`src/design/ppcbd_pkg.sv`:
```
// ----------------------------------------------------------------------------
// ppcbd_pkg
// Opcodes, result codes and the decoded-result type of the branch predecoder.
// ----------------------------------------------------------------------------
package ppcbd_pkg;

  // Primary and extended opcodes
  localparam logic [5:0] OpB     = 6'd18;
  localparam logic [5:0] OpBc    = 6'd16;
  localparam logic [5:0] OpXl    = 6'd19;
  localparam logic [9:0] XoRfi   = 10'd50;
  localparam logic [9:0] XoBclr  = 10'd16;
  localparam logic [9:0] XoBcctr = 10'd528;

  // BO bits that make a branch unconditional
  localparam logic [4:0] BoAlways = 5'h14;

  typedef enum logic [2:0] {
    KIND_UNKNOWN = 3'd0,
    KIND_BRANCH  = 3'd1,
    KIND_COND    = 3'd2,
    KIND_CALL    = 3'd3,
    KIND_RETURN  = 3'd4
  } kind_e;

  typedef enum logic [3:0] {
    MN_UNKNOWN = 4'd0,
    MN_B       = 4'd1,
    MN_BL      = 4'd2,
    MN_BC      = 4'd3,
    MN_BCL     = 4'd4,
    MN_RFI     = 4'd5,
    MN_BLR     = 4'd6,
    MN_BCLR    = 4'd7,
    MN_BCLRL   = 4'd8,
    MN_BCCTR   = 4'd9,
    MN_BCCTRL  = 4'd10
  } mnem_e;

  typedef enum logic [1:0] {
    REG_NONE = 2'd0,
    REG_LR   = 2'd1,
    REG_CTR  = 2'd2
  } reg_e;

  // Classification of one word, everything but the immediate target
  typedef struct packed {
    logic       is_branch;
    logic [4:0] cond_options;
    logic [4:0] cond_bit;
    logic       is_relative;
    logic       is_link;
    logic       is_interrupt_return;
    reg_e       reg_target;
    kind_e      kind;
    mnem_e      mnemonic_code;
  } dec_t;

  // Kind of a BO-controlled branch
  function automatic kind_e kind_for(logic [4:0] bo, logic lk);
    kind_e k;
    if ((bo & BoAlways) == BoAlways) begin
      k = lk ? KIND_CALL : KIND_BRANCH;
    end else begin
      k = KIND_COND;
    end
    return k;
  endfunction

endpackage

```
`src/design/ppcbd_target.sv`:
```
// ----------------------------------------------------------------------------
// ppcbd_target
// Immediate target computation: sign-extended displacement, absolute or
// added to the instruction address with wrap at 2^32.
// ----------------------------------------------------------------------------
module ppcbd_target import ppcbd_pkg::*; (
  input  logic [31:0] instr_word_i,
  input  logic [31:0] instr_addr_i,
  output logic [31:0] target_o
);

  logic [5:0]  op;
  logic [31:0] disp;
  logic        aa;

  assign op = instr_word_i[31:26];
  assign aa = instr_word_i[1];

  // Pick the displacement by opcode
  always_comb begin
    case (op)
      OpB:     disp = {{6{instr_word_i[25]}}, instr_word_i[25:2], 2'b00};
      OpBc:    disp = {{16{instr_word_i[15]}}, instr_word_i[15:2], 2'b00};
      default: disp = '0;
    endcase
  end

  // Absolute or address relative; zero where there is no immediate target
  always_comb begin
    if (op == OpB || op == OpBc) begin
      target_o = aa ? disp : instr_addr_i + disp;
    end else begin
      target_o = '0;
    end
  end

endmodule

```
`src/design/ppcbd_decode.sv`:
```
// ----------------------------------------------------------------------------
// ppcbd_decode
// Branch classification of one instruction word: kind, mnemonic, BO/BI,
// link and register-target flags.
// ----------------------------------------------------------------------------
module ppcbd_decode import ppcbd_pkg::*; (
  input  logic [31:0] instr_word_i,
  output dec_t        dec_o
);

  logic [5:0] op;
  logic [9:0] xo;
  logic [4:0] bo;
  logic [4:0] bi;
  logic       aa;
  logic       lk;

  assign op = instr_word_i[31:26];
  assign xo = instr_word_i[10:1];
  assign bo = instr_word_i[25:21];
  assign bi = instr_word_i[20:16];
  assign aa = instr_word_i[1];
  assign lk = instr_word_i[0];

  // Classify by primary opcode, then by extended opcode for the XL form
  always_comb begin
    dec_o = '0;
    unique case (op)
      OpB: begin
        dec_o.is_branch     = 1'b1;
        dec_o.is_relative   = ~aa;
        dec_o.is_link       = lk;
        dec_o.kind          = lk ? KIND_CALL : KIND_BRANCH;
        dec_o.mnemonic_code = lk ? MN_BL : MN_B;
      end
      OpBc: begin
        dec_o.is_branch     = 1'b1;
        dec_o.cond_options  = bo;
        dec_o.cond_bit      = bi;
        dec_o.is_relative   = ~aa;
        dec_o.is_link       = lk;
        dec_o.kind          = kind_for(bo, lk);
        dec_o.mnemonic_code = lk ? MN_BCL : MN_BC;
      end
      OpXl: begin
        dec_o.cond_options = bo;
        dec_o.cond_bit     = bi;
        if (xo == XoRfi && !lk) begin
          dec_o.is_branch           = 1'b1;
          dec_o.is_interrupt_return = 1'b1;
          dec_o.kind                = KIND_RETURN;
          dec_o.mnemonic_code       = MN_RFI;
        end else if (xo == XoBclr) begin
          dec_o.is_branch  = 1'b1;
          dec_o.is_link    = lk;
          dec_o.reg_target = REG_LR;
          // plain blr: unconditional, no link, BI clear
          if (!lk && (bo & BoAlways) == BoAlways && bi == 5'd0) begin
            dec_o.kind          = KIND_RETURN;
            dec_o.mnemonic_code = MN_BLR;
          end else begin
            dec_o.kind          = kind_for(bo, lk);
            dec_o.mnemonic_code = lk ? MN_BCLRL : MN_BCLR;
          end
        end else if (xo == XoBcctr) begin
          dec_o.is_branch     = 1'b1;
          dec_o.is_link       = lk;
          dec_o.reg_target    = REG_CTR;
          dec_o.kind          = kind_for(bo, lk);
          dec_o.mnemonic_code = lk ? MN_BCCTRL : MN_BCCTR;
        end
      end
      default: begin
        dec_o = '0;
      end
    endcase
  end

endmodule

```
`src/design/ppc_branch_predecode.sv`:
```
// ----------------------------------------------------------------------------
// ppc_branch_predecode
// PowerPC branch predecoder: classifies one instruction word per cycle.
// ----------------------------------------------------------------------------
// Usage:
//   Drive instr_word_i and instr_addr_i and raise start_i for one cycle per
//   word. A beat is taken at every rising edge with start_i high and busy_o
//   low; busy_o stays low, so a word can be taken in every cycle.
//   Each beat yields exactly one result, shown for one cycle with done_o
//   high, once it has passed the input register and then the result register.
//   Throughput is one word per cycle, set by the single decode and target
//   adder between the two registers.
//   The receiver cannot stall: it must take the result in the cycle done_o
//   is high.
//   Reset (rst_ni low, asynchronous) drops any beat in flight and clears
//   done_o; the word, address and result registers are not reset.
// ----------------------------------------------------------------------------
module ppc_branch_predecode import ppcbd_pkg::*; (
  input  logic        clk_i,
  input  logic        rst_ni,
  input  logic        start_i,
  output logic        busy_o,
  input  logic [31:0] instr_word_i,
  input  logic [31:0] instr_addr_i,
  output logic        done_o,
  output logic        is_branch_o,
  output logic [31:0] target_o,
  output logic [4:0]  cond_options_o,
  output logic [4:0]  cond_bit_o,
  output logic        is_relative_o,
  output logic        is_link_o,
  output logic        is_interrupt_return_o,
  output logic [1:0]  reg_target_o,
  output logic [2:0]  kind_o,
  output logic [3:0]  mnemonic_code_o
);

  logic        in_vld_q;
  logic [31:0] word_q;
  logic [31:0] addr_q;
  dec_t        dec_d;
  dec_t        dec_q;
  logic [31:0] target_d;
  logic [31:0] target_q;
  logic        done_q;

  // Never back-pressure the fetch side
  assign busy_o = 1'b0;

  // Capture the input beat
  always_ff @(posedge clk_i or negedge rst_ni) begin
    if (!rst_ni) begin
      in_vld_q <= 1'b0;
    end else begin
      in_vld_q <= start_i & ~busy_o;
    end
  end

  always_ff @(posedge clk_i) begin
    if (start_i && !busy_o) begin
      word_q <= instr_word_i;
      addr_q <= instr_addr_i;
    end
  end

  // Decode and compute the immediate target
  ppcbd_decode u_decode (
    .instr_word_i (word_q),
    .dec_o        (dec_d)
  );

  ppcbd_target u_target (
    .instr_word_i (word_q),
    .instr_addr_i (addr_q),
    .target_o     (target_d)
  );

  // Register the result beat
  always_ff @(posedge clk_i or negedge rst_ni) begin
    if (!rst_ni) begin
      done_q <= 1'b0;
    end else begin
      done_q <= in_vld_q;
    end
  end

  always_ff @(posedge clk_i) begin
    if (in_vld_q) begin
      dec_q    <= dec_d;
      target_q <= target_d;
    end
  end

  // Drive the result ports
  assign done_o                = done_q;
  assign is_branch_o           = dec_q.is_branch;
  assign target_o              = target_q;
  assign cond_options_o        = dec_q.cond_options;
  assign cond_bit_o            = dec_q.cond_bit;
  assign is_relative_o         = dec_q.is_relative;
  assign is_link_o             = dec_q.is_link;
  assign is_interrupt_return_o = dec_q.is_interrupt_return;
  assign reg_target_o          = dec_q.reg_target;
  assign kind_o                = dec_q.kind;
  assign mnemonic_code_o       = dec_q.mnemonic_code;

endmodule

```
`config.mk`:
```
export PLATFORM = sky130hd
export DESIGN_NAME = ppc_branch_predecode
export DESIGN_NICKNAME = d
export VERILOG_FILES = /design/src/design/ppcbd_pkg.sv /design/src/design/ppcbd_target.sv /design/src/design/ppcbd_decode.sv /design/src/design/ppc_branch_predecode.sv
export SDC_FILE = /design/constraint.sdc
export NUM_CORES = 1
export LEC_CHECK = 0
export BUFFER_PORTS_ARGS = -buffer_cell sky130_fd_sc_hd__buf_4
export CAP_MARGIN = 20
export CORE_UTILIZATION = 55
export DETAILED_ROUTE_END_ITERATION = 10
export PLACE_DENSITY = 0.86
export SLEW_MARGIN = 5
export SYNTH_ARGS = -nofsm -noshare
export SYNTH_HDL_FRONTEND = slang
export SYNTH_SLANG_ARGS = --single-unit
```
`constraint.sdc`:
```
create_clock -name clk_i -period 6.6 [get_ports clk_i]
set_clock_uncertainty 0.1 [all_clocks]
set_input_delay 0.33 -clock clk_i [delete_from_list [all_inputs] [get_ports clk_i]]
set_output_delay 0.33 -clock clk_i [all_outputs]
set_load 0.1 [all_outputs]
```
==> results.txt, run 1 <==
The clock latency of the later-clocked register in the worst-skew pair is 0.43 ns. For this run, the post-layout net count is roughly 830. In this run the horizontal extent of the chip is 109 microns. TritonCTS built the clock tree. The share of flip-flops with an asynchronous set or reset after synthesis is roughly 1.7%. The CTS buffer count is 17. The total of warnings raised by yosys came out at 0. The fraction of the cycle the final worst path needs came out at between 60% and 70%. The half-perimeter wire length of the detailed placement result is approximately 11,000 microns. By instance count, the leading cell after synthesis is edfxtp_1.

The count of cells in the finished layout, fillers not included, comes to about 890. The area of the die came out at 11,900 sq um. The leakage power came out at 3.46 nW. In this run, post-CTS hold repair placed 65 buffers. The tree is rooted in a clkbuf_16. The number of nets handed over by synthesis was 642. The number of vias per cell came out at 5.99. Of the total synthesized cell area, the portion taken by full adders, half adders and majority gates is under 10%. Yosys attributes the largest share of cell area to edfxtp_1 57%, ha_1 5.8%, a21oi_1 3.7%. The clock network burns a little over 40% of the power. In this run the number of H-tree levels came out at 4. Sorting the synthesized cells by how often they occur yields 119 x edfxtp_1, 53 x nor2_1, 47 x a21oi_1. The final wirelength came out at 17,700 microns. For this configuration, the core starts out at a cell density of 57.2%.

The beginning of the critical path is word_q[29]$_DFFE_PP_. The detailed router finished its first iteration with 518 violations. The number of endpoints with negative hold slack in the final report came out at 0.

Sequential elements use 57.4% of the synthesized area. The remaining design rule violation count came out at 0. After synthesis, the largest family of logic cells by area is simple AND/OR/NAND/NOR gates. The post-synthesis xor/xnor area fraction came out at 1.53%. Of the post-synthesis cell area, the part taken by muxes is under 10%. Yosys mapped a number of flops with a built-in enable equal to between 100 and 150. Post-CTS repair changed the size of 0 cells. The floorplan has 38 rows.

The data arrival at the endpoint of the critical path is 4.27 ns. The aggregate global-route resource usage is 31.5%. The biggest fanout along the worst timing path is 38.

For the pin with the worst max-slew slack, the measured transition is 0.850 ns. The number of storage elements in the synthesis netlist came out at roughly 120. The total inserted antenna cells came out at 0. The first-pass GRT wire length is 27,000 microns. The maximum number of pins on one net before global-route repair is 66. In the synthesized netlist, the number of instances is around 550. The total negative slack came out at 0 ns. The number of max-cap violations is 0. The routed layout has 5,297 vias.

The data required time at the worst endpoint is 6.66 ns. Setup repair after global routing left no endpoint under its margin. The tree built by TritonCTS fans out to about 120 sinks.

The post-synthesis compound-gate area fraction is 15.1%. The fraction of the mapped netlist area in simple logic gates is between 10% and 20%. The die is 109 microns tall. The share of the synthesized area in the top cell type is 56.6%. The final estimated routing congestion in global placement is 0.861. The relative area change from synthesis to final layout is 35.7%.

The share of cells above drive strength 1 came out at 22.8%. The total internal power is 0.00162 W. The count of endpoints failing setup in the final report is 0.

The worst min-delay path class is in2async. The worst setup path is captured at a flip-flop. The power density over cell area is 265 nW/um^2. Dividing the detail-routed wire length by the instance count gives 20.0 microns. In this run the remaining antenna-violating nets after routing total 0.

The flow ran to the end, and the final reports show no timing, DRC or antenna violations. The leftover overflow at the end of global routing came out at 0. The combinational group share of total power came out at 17.8%. The count of pins over their slew limit is 0. Of all cell types, the one taking the most synthesized area is edfxtp_1.

The switching part of the total power is 28.8%. Across the VDD grid, the largest voltage drop is 0.000317 V. The relative slew slack came out at 43.4%. The maximum buffer depth of the clock tree is 2. In this run, placement finished with an instance count of ~800.

The mean instance size in the synthesized netlist is 11.6 sq um. The core region is 11,000 sq um. Input and output buffers added on the ports amount to 122.

The startpoint of the lowest-slack register-to-register path is word_q[29]$_DFFE_PP_. The via count of the first global-routing pass is just over 5,000. Clock-pin slew was measured on the worst setup and hold paths at 0.05 ns. Summing every instance area after synthesis gives about 6300 sq um. ~120 I/O pins were placed. Derived from the worst setup path, the maximum achievable clock frequency is about 240 MHz. The number of different library cells used by synthesis comes to 66. After clock tree synthesis, the setup repair step added 0 buffers.

The shortest period the worst path allows is 4.21 ns. The number of iterations in the first detailed-routing pass came out at 7. For this design the total switching power over the nets is 0.000654 W.

The setup path with the least slack is of type reg2reg. The startpoint type of the worst setup path is a flip-flop. In the synthesized netlist the dominant register cell turns out to be edfxtp_1. The relative contribution of sequential cells to total power is 41.3%. The initial antenna violation count is 0.
-- metal layers --
layer / routed length (microns) / track usage, % / vias to the layer above
met4: 474 / 12.2 / 0
met3: 1360 / 8.61 / 45
met2: 8700 / 50.3 / 312
met5: 0 / 0 / -
met1: 7190 / 40.7 / 2494
li1: - / - / 2446
-- power groups by stage --
stage | clock [W] | sequential, W | combinational [W]
after global routing | 0.000970 | 0.000943 | 0.000422
after global placement | 0 | 0.000954 | 0.000353
final | 0.000929 | 0.000938 | 0.000403
after floorplan | 0 | 0.00109 | 0.000109
after CTS | 0.000929 | 0.000936 | 0.000397
after detailed placement | 0 | 0.000951 | 0.000363
-- state kept, by name, summed over array words and instances (netlist names), 2 cells and up --
| name | cells |
|---|---|
| addr_q | 32 |
| target_o | 32 |
| word_q | 32 |
| cond_bit_o | 5 |
| cond_options_o | 5 |
| mnemonic_code_o | 4 |
| kind_o | 3 |
| reg_target_o | 2 |
-- cell families (layout without fill, tap and decap cells) --
kind of cell,count (synthesis),in the layout
AOI/OAI and AO/OA,142,142
other,1,1
muxes,11,11
buffers and inverters,36,236
xor gates and xnor gates,11,11
adders and majority gates,30,30
DFF,121,121
and+or+nand+nor,193,193
-- per-stage QoR --
stage	hold WS (ns)	util, %	cell area (sq um)	setup slack [ns]	power [W]
floorplan	-0.0656	-	6310	2.91	0.00120
global placement	0.0127	66.3	7310	2.51	0.00131
detailed placement	0.0164	66.4	7330	2.46	0.00131
CTS	0.119	77.6	8560	2.45	0.00226
global route	0.132	77.6	8560	1.96	0.00234
finish	0.138	77.6	8560	2.39	0.00227
-- final cells by class --
type                            count  area [sq um]
Sequential cell                   121          3620
Multi-Input combinational cell    388          2530
Fill cell                         708          2470
Timing Repair Buffer              190          1600
Clock buffer                       18           429
Tap cell                          140           175
Clock inverter                     14           154
Inverter                           14          52.6
-- placed cells by master (no fill, tap or decap), drive strengths merged, types with 11 or more instances in the layout --
| cell type | n |
|---|---|
| buf | 125 |
| edfxtp | 119 |
| dlygate4sd3 | 65 |
| nor2 | 54 |
| a21oi | 47 |
| nand2 | 37 |
| ha | 29 |
| and2 | 28 |
| o21ai | 26 |
| nor3 | 19 |
| clkbuf | 18 |
| inv | 16 |
| nand3 | 13 |
| a21o | 11 |
-- worst paths after layout --
kind | slack (ns) | cells past startpoint | endpoint
max | 2.39 | 11 | target_o[29]$_SDFFCE_PN0P_
min | 0.14 | 2 | done_o$_DFF_PN0_
max reg2reg | 2.39 | 11 | target_o[29]$_SDFFCE_PN0P_
min reg2reg | 0.42 | 1 | target_o[1]$_SDFFCE_PP0P_
max in group asynchronous | 6.16 | 2 | in_vld_q$_DFF_PN0_
min in group clk_i | 0.37 | 1 | in_vld_q$_DFF_PN0_
-- critical path: stages, from the launching register on --
cell	delay [ns]
edfxtp_1	0.37
or4b_4	0.60
or2_2	0.62
nor2_1	0.26
ha_1	0.34
nand3_1	0.26
nor3_1	0.31
nand4_1	0.13
nand3_1	0.21
nor4b_1	0.46
o31a_1	0.22
o31ai_1	0.06
(Power assumes the default switching activity.)
==> inputs of run 2 (changes only) <==
--- a/config.mk
+++ b/config.mk
@@ -7,9 +7,9 @@
 export LEC_CHECK = 0
 export BUFFER_PORTS_ARGS = -buffer_cell sky130_fd_sc_hd__buf_4
 export CAP_MARGIN = 20
-export CORE_UTILIZATION = 55
+export CORE_UTILIZATION = 50
 export DETAILED_ROUTE_END_ITERATION = 10
-export PLACE_DENSITY = 0.86
+export PLACE_DENSITY = 0.82
 export SLEW_MARGIN = 5
 export SYNTH_ARGS = -nofsm -noshare
 export SYNTH_HDL_FRONTEND = slang
==> constraint.sdc (replaced) <==
create_clock -name clk_i -period 3.7 [get_ports clk_i]
set_clock_uncertainty 0.1 [all_clocks]
set_input_delay 0.185 -clock clk_i [delete_from_list [all_inputs] [get_ports clk_i]]
set_output_delay 0.185 -clock clk_i [all_outputs]
set_load 0.1 [all_outputs]
==> results.txt, run 2 (synthesized netlist as in run 1, its figures left out) <==
The number of endpoints with negative hold slack in the final report came out at 0. The detailed-route via count is 5,257. The clock drives 121 sinks.

The wire-length estimate of the detail-placed layout is 11,500 microns. Traced cell by cell, the critical path runs through or4b_4 -> or2_2 -> nor2_2 -> buf_12 -> ha_1 -> nand2_1 -> nor2_1 -> and4_1 -> a221o_1 -> a21oi_1 -> a21boi_0 -> o31ai_1. The data required time at the worst endpoint is between 3 and 4 ns. The share of cells above drive strength 1 came out at between 20% and 30%.

The met2 wirelength from detailed routing came out at 7960 microns. The initial utilization of the core area, before any placement, comes to 51.9%. TritonCTS built the clock tree.

The startpoint type of the worst setup path is a flip-flop. The critical path depth is 12. Dividing total power by cell area gives a power density of 435 nW/um^2. The number of top-level pins is 124. The shortest period the worst path allows is 3.58 ns. The core region area came out at ~12,000 sq um. The clock latency of the later-clocked register in the worst-skew pair is between 0.4 and 0.5 ns. The startpoint identified for the worst register-to-register timing path is word_q[29]$_DFFE_PP_. The biggest fanout along the worst timing path is 10.

The met1 layer wirelength in the final routing came out at roughly 7300 microns. On the critical path, the stage with the largest delay is an instance of or4b_4. The number of placed cells counting well taps came out at 851. The number of cells on the worst reg-to-reg path is 12.

The worst hold path cell count is 1. The first-pass GRT wire length is ~27,000 microns. The relative area change from synthesis to final layout is 41.2%. The congestion estimate from routability-driven global placement came to 0.900.

CTS placed an instance of clkbuf_16 at the clock tree root. The number of port buffers is 122. The initial antenna violation count was 0. The final wirelength came out at 16,800 microns. Entering global routing, the biggest net connects 66 pins. The maximum vdd ir drop came out at 0.000360 V. The transition at the pin with the smallest max-transition slack came out at 0.839 ns. Data arrives at the worst endpoint at 3.71 ns. The critical path capture point type is a flip-flop.

The end point of the critical path is target_o[30]$_SDFFCE_PN0P_. The worst reg2reg path endpoint is target_o[30]$_SDFFCE_PN0P_. Grouping stages by cell kind, the critical path spends the most delay in simple AND/OR/NAND/NOR gates. The met3 routed wirelength is 1110 microns. The horizontal extent of the die is 114 microns. The number of standard cells in the final layout excluding fillers is 953. The count of pins over their slew limit was 0. The average wire length per cell after detail routing is 17.6 microns. Setup violations remaining at the end of the flow were counted as 0.

Routed signal wires occupy layers up through met4. The leading cell type in the layout, fill and taps excluded is buf_4. The most critical setup path has its startpoint at word_q[29]$_DFFE_PP_. The maximum buffer depth of the clock tree came out at 2. The library cells used most frequently in the layout, excluding fill and tap cells, are 160 x buf_4, 119 x edfxtp_1, 66 x dlygate4sd3_1. The die extent in y came out at roughly 110 microns. Headroom to the max-slew limit came out at between 40% and 50%. The number of vias per cell is 5.52. The worst hold path belongs to the class in2reg. The aggregate global-route resource usage is between 20% and 30%. The number of iterations in the first detailed-routing pass came out at 5. The residual antenna-violating net count after detailed routing is 0. The worst setup slack for register-to-register paths is 0.12 ns. The CTS buffer count is 17. At the end of the flow, the number of nets in the layout was about 870.

The via count of the first global-routing pass came to 5,170. The remaining design rule violation count came out at 0. For this run, the top clock speed supported by timing is 279 MHz. The DRC marker count from the first detailed-route iteration came out at 442. The critical path is of the reg2reg type.

The longest individual stage delay on the worst path came out at 0.62 ns. The flow ran to the end, and the final reports show no timing, DRC or antenna violations. The total number of placement rows came out at 40. The leakage power is about 3.6 nW. The buffer and inverter count on the worst path came out at 1. 0 antenna diodes ended up in the layout. The number of max-cap violations is 0. The worst setup slack after placement is -0.0260 ns. The clock tree synthesis step divided the H-tree into 4 levels. Global routing finished with a remaining overflow of 0.

The area of the die is between 10,000 and 15,000 sq um. Of the available clock period, the critical path in the final layout requires 96.7%. Setup slack closes at 0.121 ns. Clock-pin slew was measured on the worst setup and hold paths at 0.05 ns.
## run 2: cell types whose count changed in the layout (fill, tap and decap cells not counted), moves of 2 or more
cell        change
a21oi_1         -2
nor2_2          +3
a21oi_2         +2
nor2_1          -4
clkinvlp_4      +3
o21ai_0         -3
buf_4          +36
o21ai_1         +3
bufinv_16       -3
## run 2: routing by layer
layer,GRT usage [%],vias up
met5,0,-
met1,36.4,2476
met4,9.35,0
li1,-,2524
met3,6.30,32
met2,43.1,225
## run 2: power by group
| group | internal, W | leakage (nW) | switching (W) |
|---|---|---|---|
| Clock | 0.000843 | 0.239 | 0.000605 |
| Sequential | 0.00161 | 1.17 | 0.0000587 |
| Combinational | 0.000252 | 2.21 | 0.000500 |
| Total | 0.00271 | 3.62 | 0.00116 |
## run 2: repair_timing
action,CTS,global route
pin swaps,0,5
setup buffers,0,2
endpoints found under the hold margin,66,0
setup endpoints to repair,1,17
cloned,0,1
gates resized for setup,1,17
hold buffers,66,0
## run 2: area by class of cell
class	instances	area, sq um
well taps	168	210
clock buffers	19	433
flip-flops and latches	121	3620
repair buffers	229	1910
multi-input cells	389	2590
fillers	824	3250
inverters	14	52.6
clock inverters	13	81.3
## run 2: per-stage QoR
step | power, W | TNS, ns | utilization [%] | hold WS (ns) | cell area (sq um)
2_1_floorplan | 0.00215 | 0 | - | -0.211 | 6310
3_3_place_gp | 0.00236 | -0.142 | 62.7 | -0.133 | 7630
3_5_place_dp | 0.00237 | -0.0260 | 62.7 | -0.132 | 7630
4_1_cts | 0.00386 | 0 | 72.4 | 0.209 | 8800
5_1_grt | 0.00399 | -0.0386 | 73.3 | 0.255 | 8910
6_report | 0.00387 | 0 | 73.3 | 0.228 | 8910
## run 2: worst min path at each step
| stage | start | slack, ns | to |
|---|---|---|---|
| after floorplan | rst_ni | -0.21 | done_o$_DFF_PN0_ |
| after CTS | start_i | 0.21 | in_vld_q$_DFF_PN0_ |
| final | start_i | 0.23 | in_vld_q$_DFF_PN0_ |
| after global placement | rst_ni | -0.13 | done_o$_DFF_PN0_ |
| after detailed placement | rst_ni | -0.13 | done_o$_DFF_PN0_ |
| after global routing | start_i | 0.26 | in_vld_q$_DFF_PN0_ |
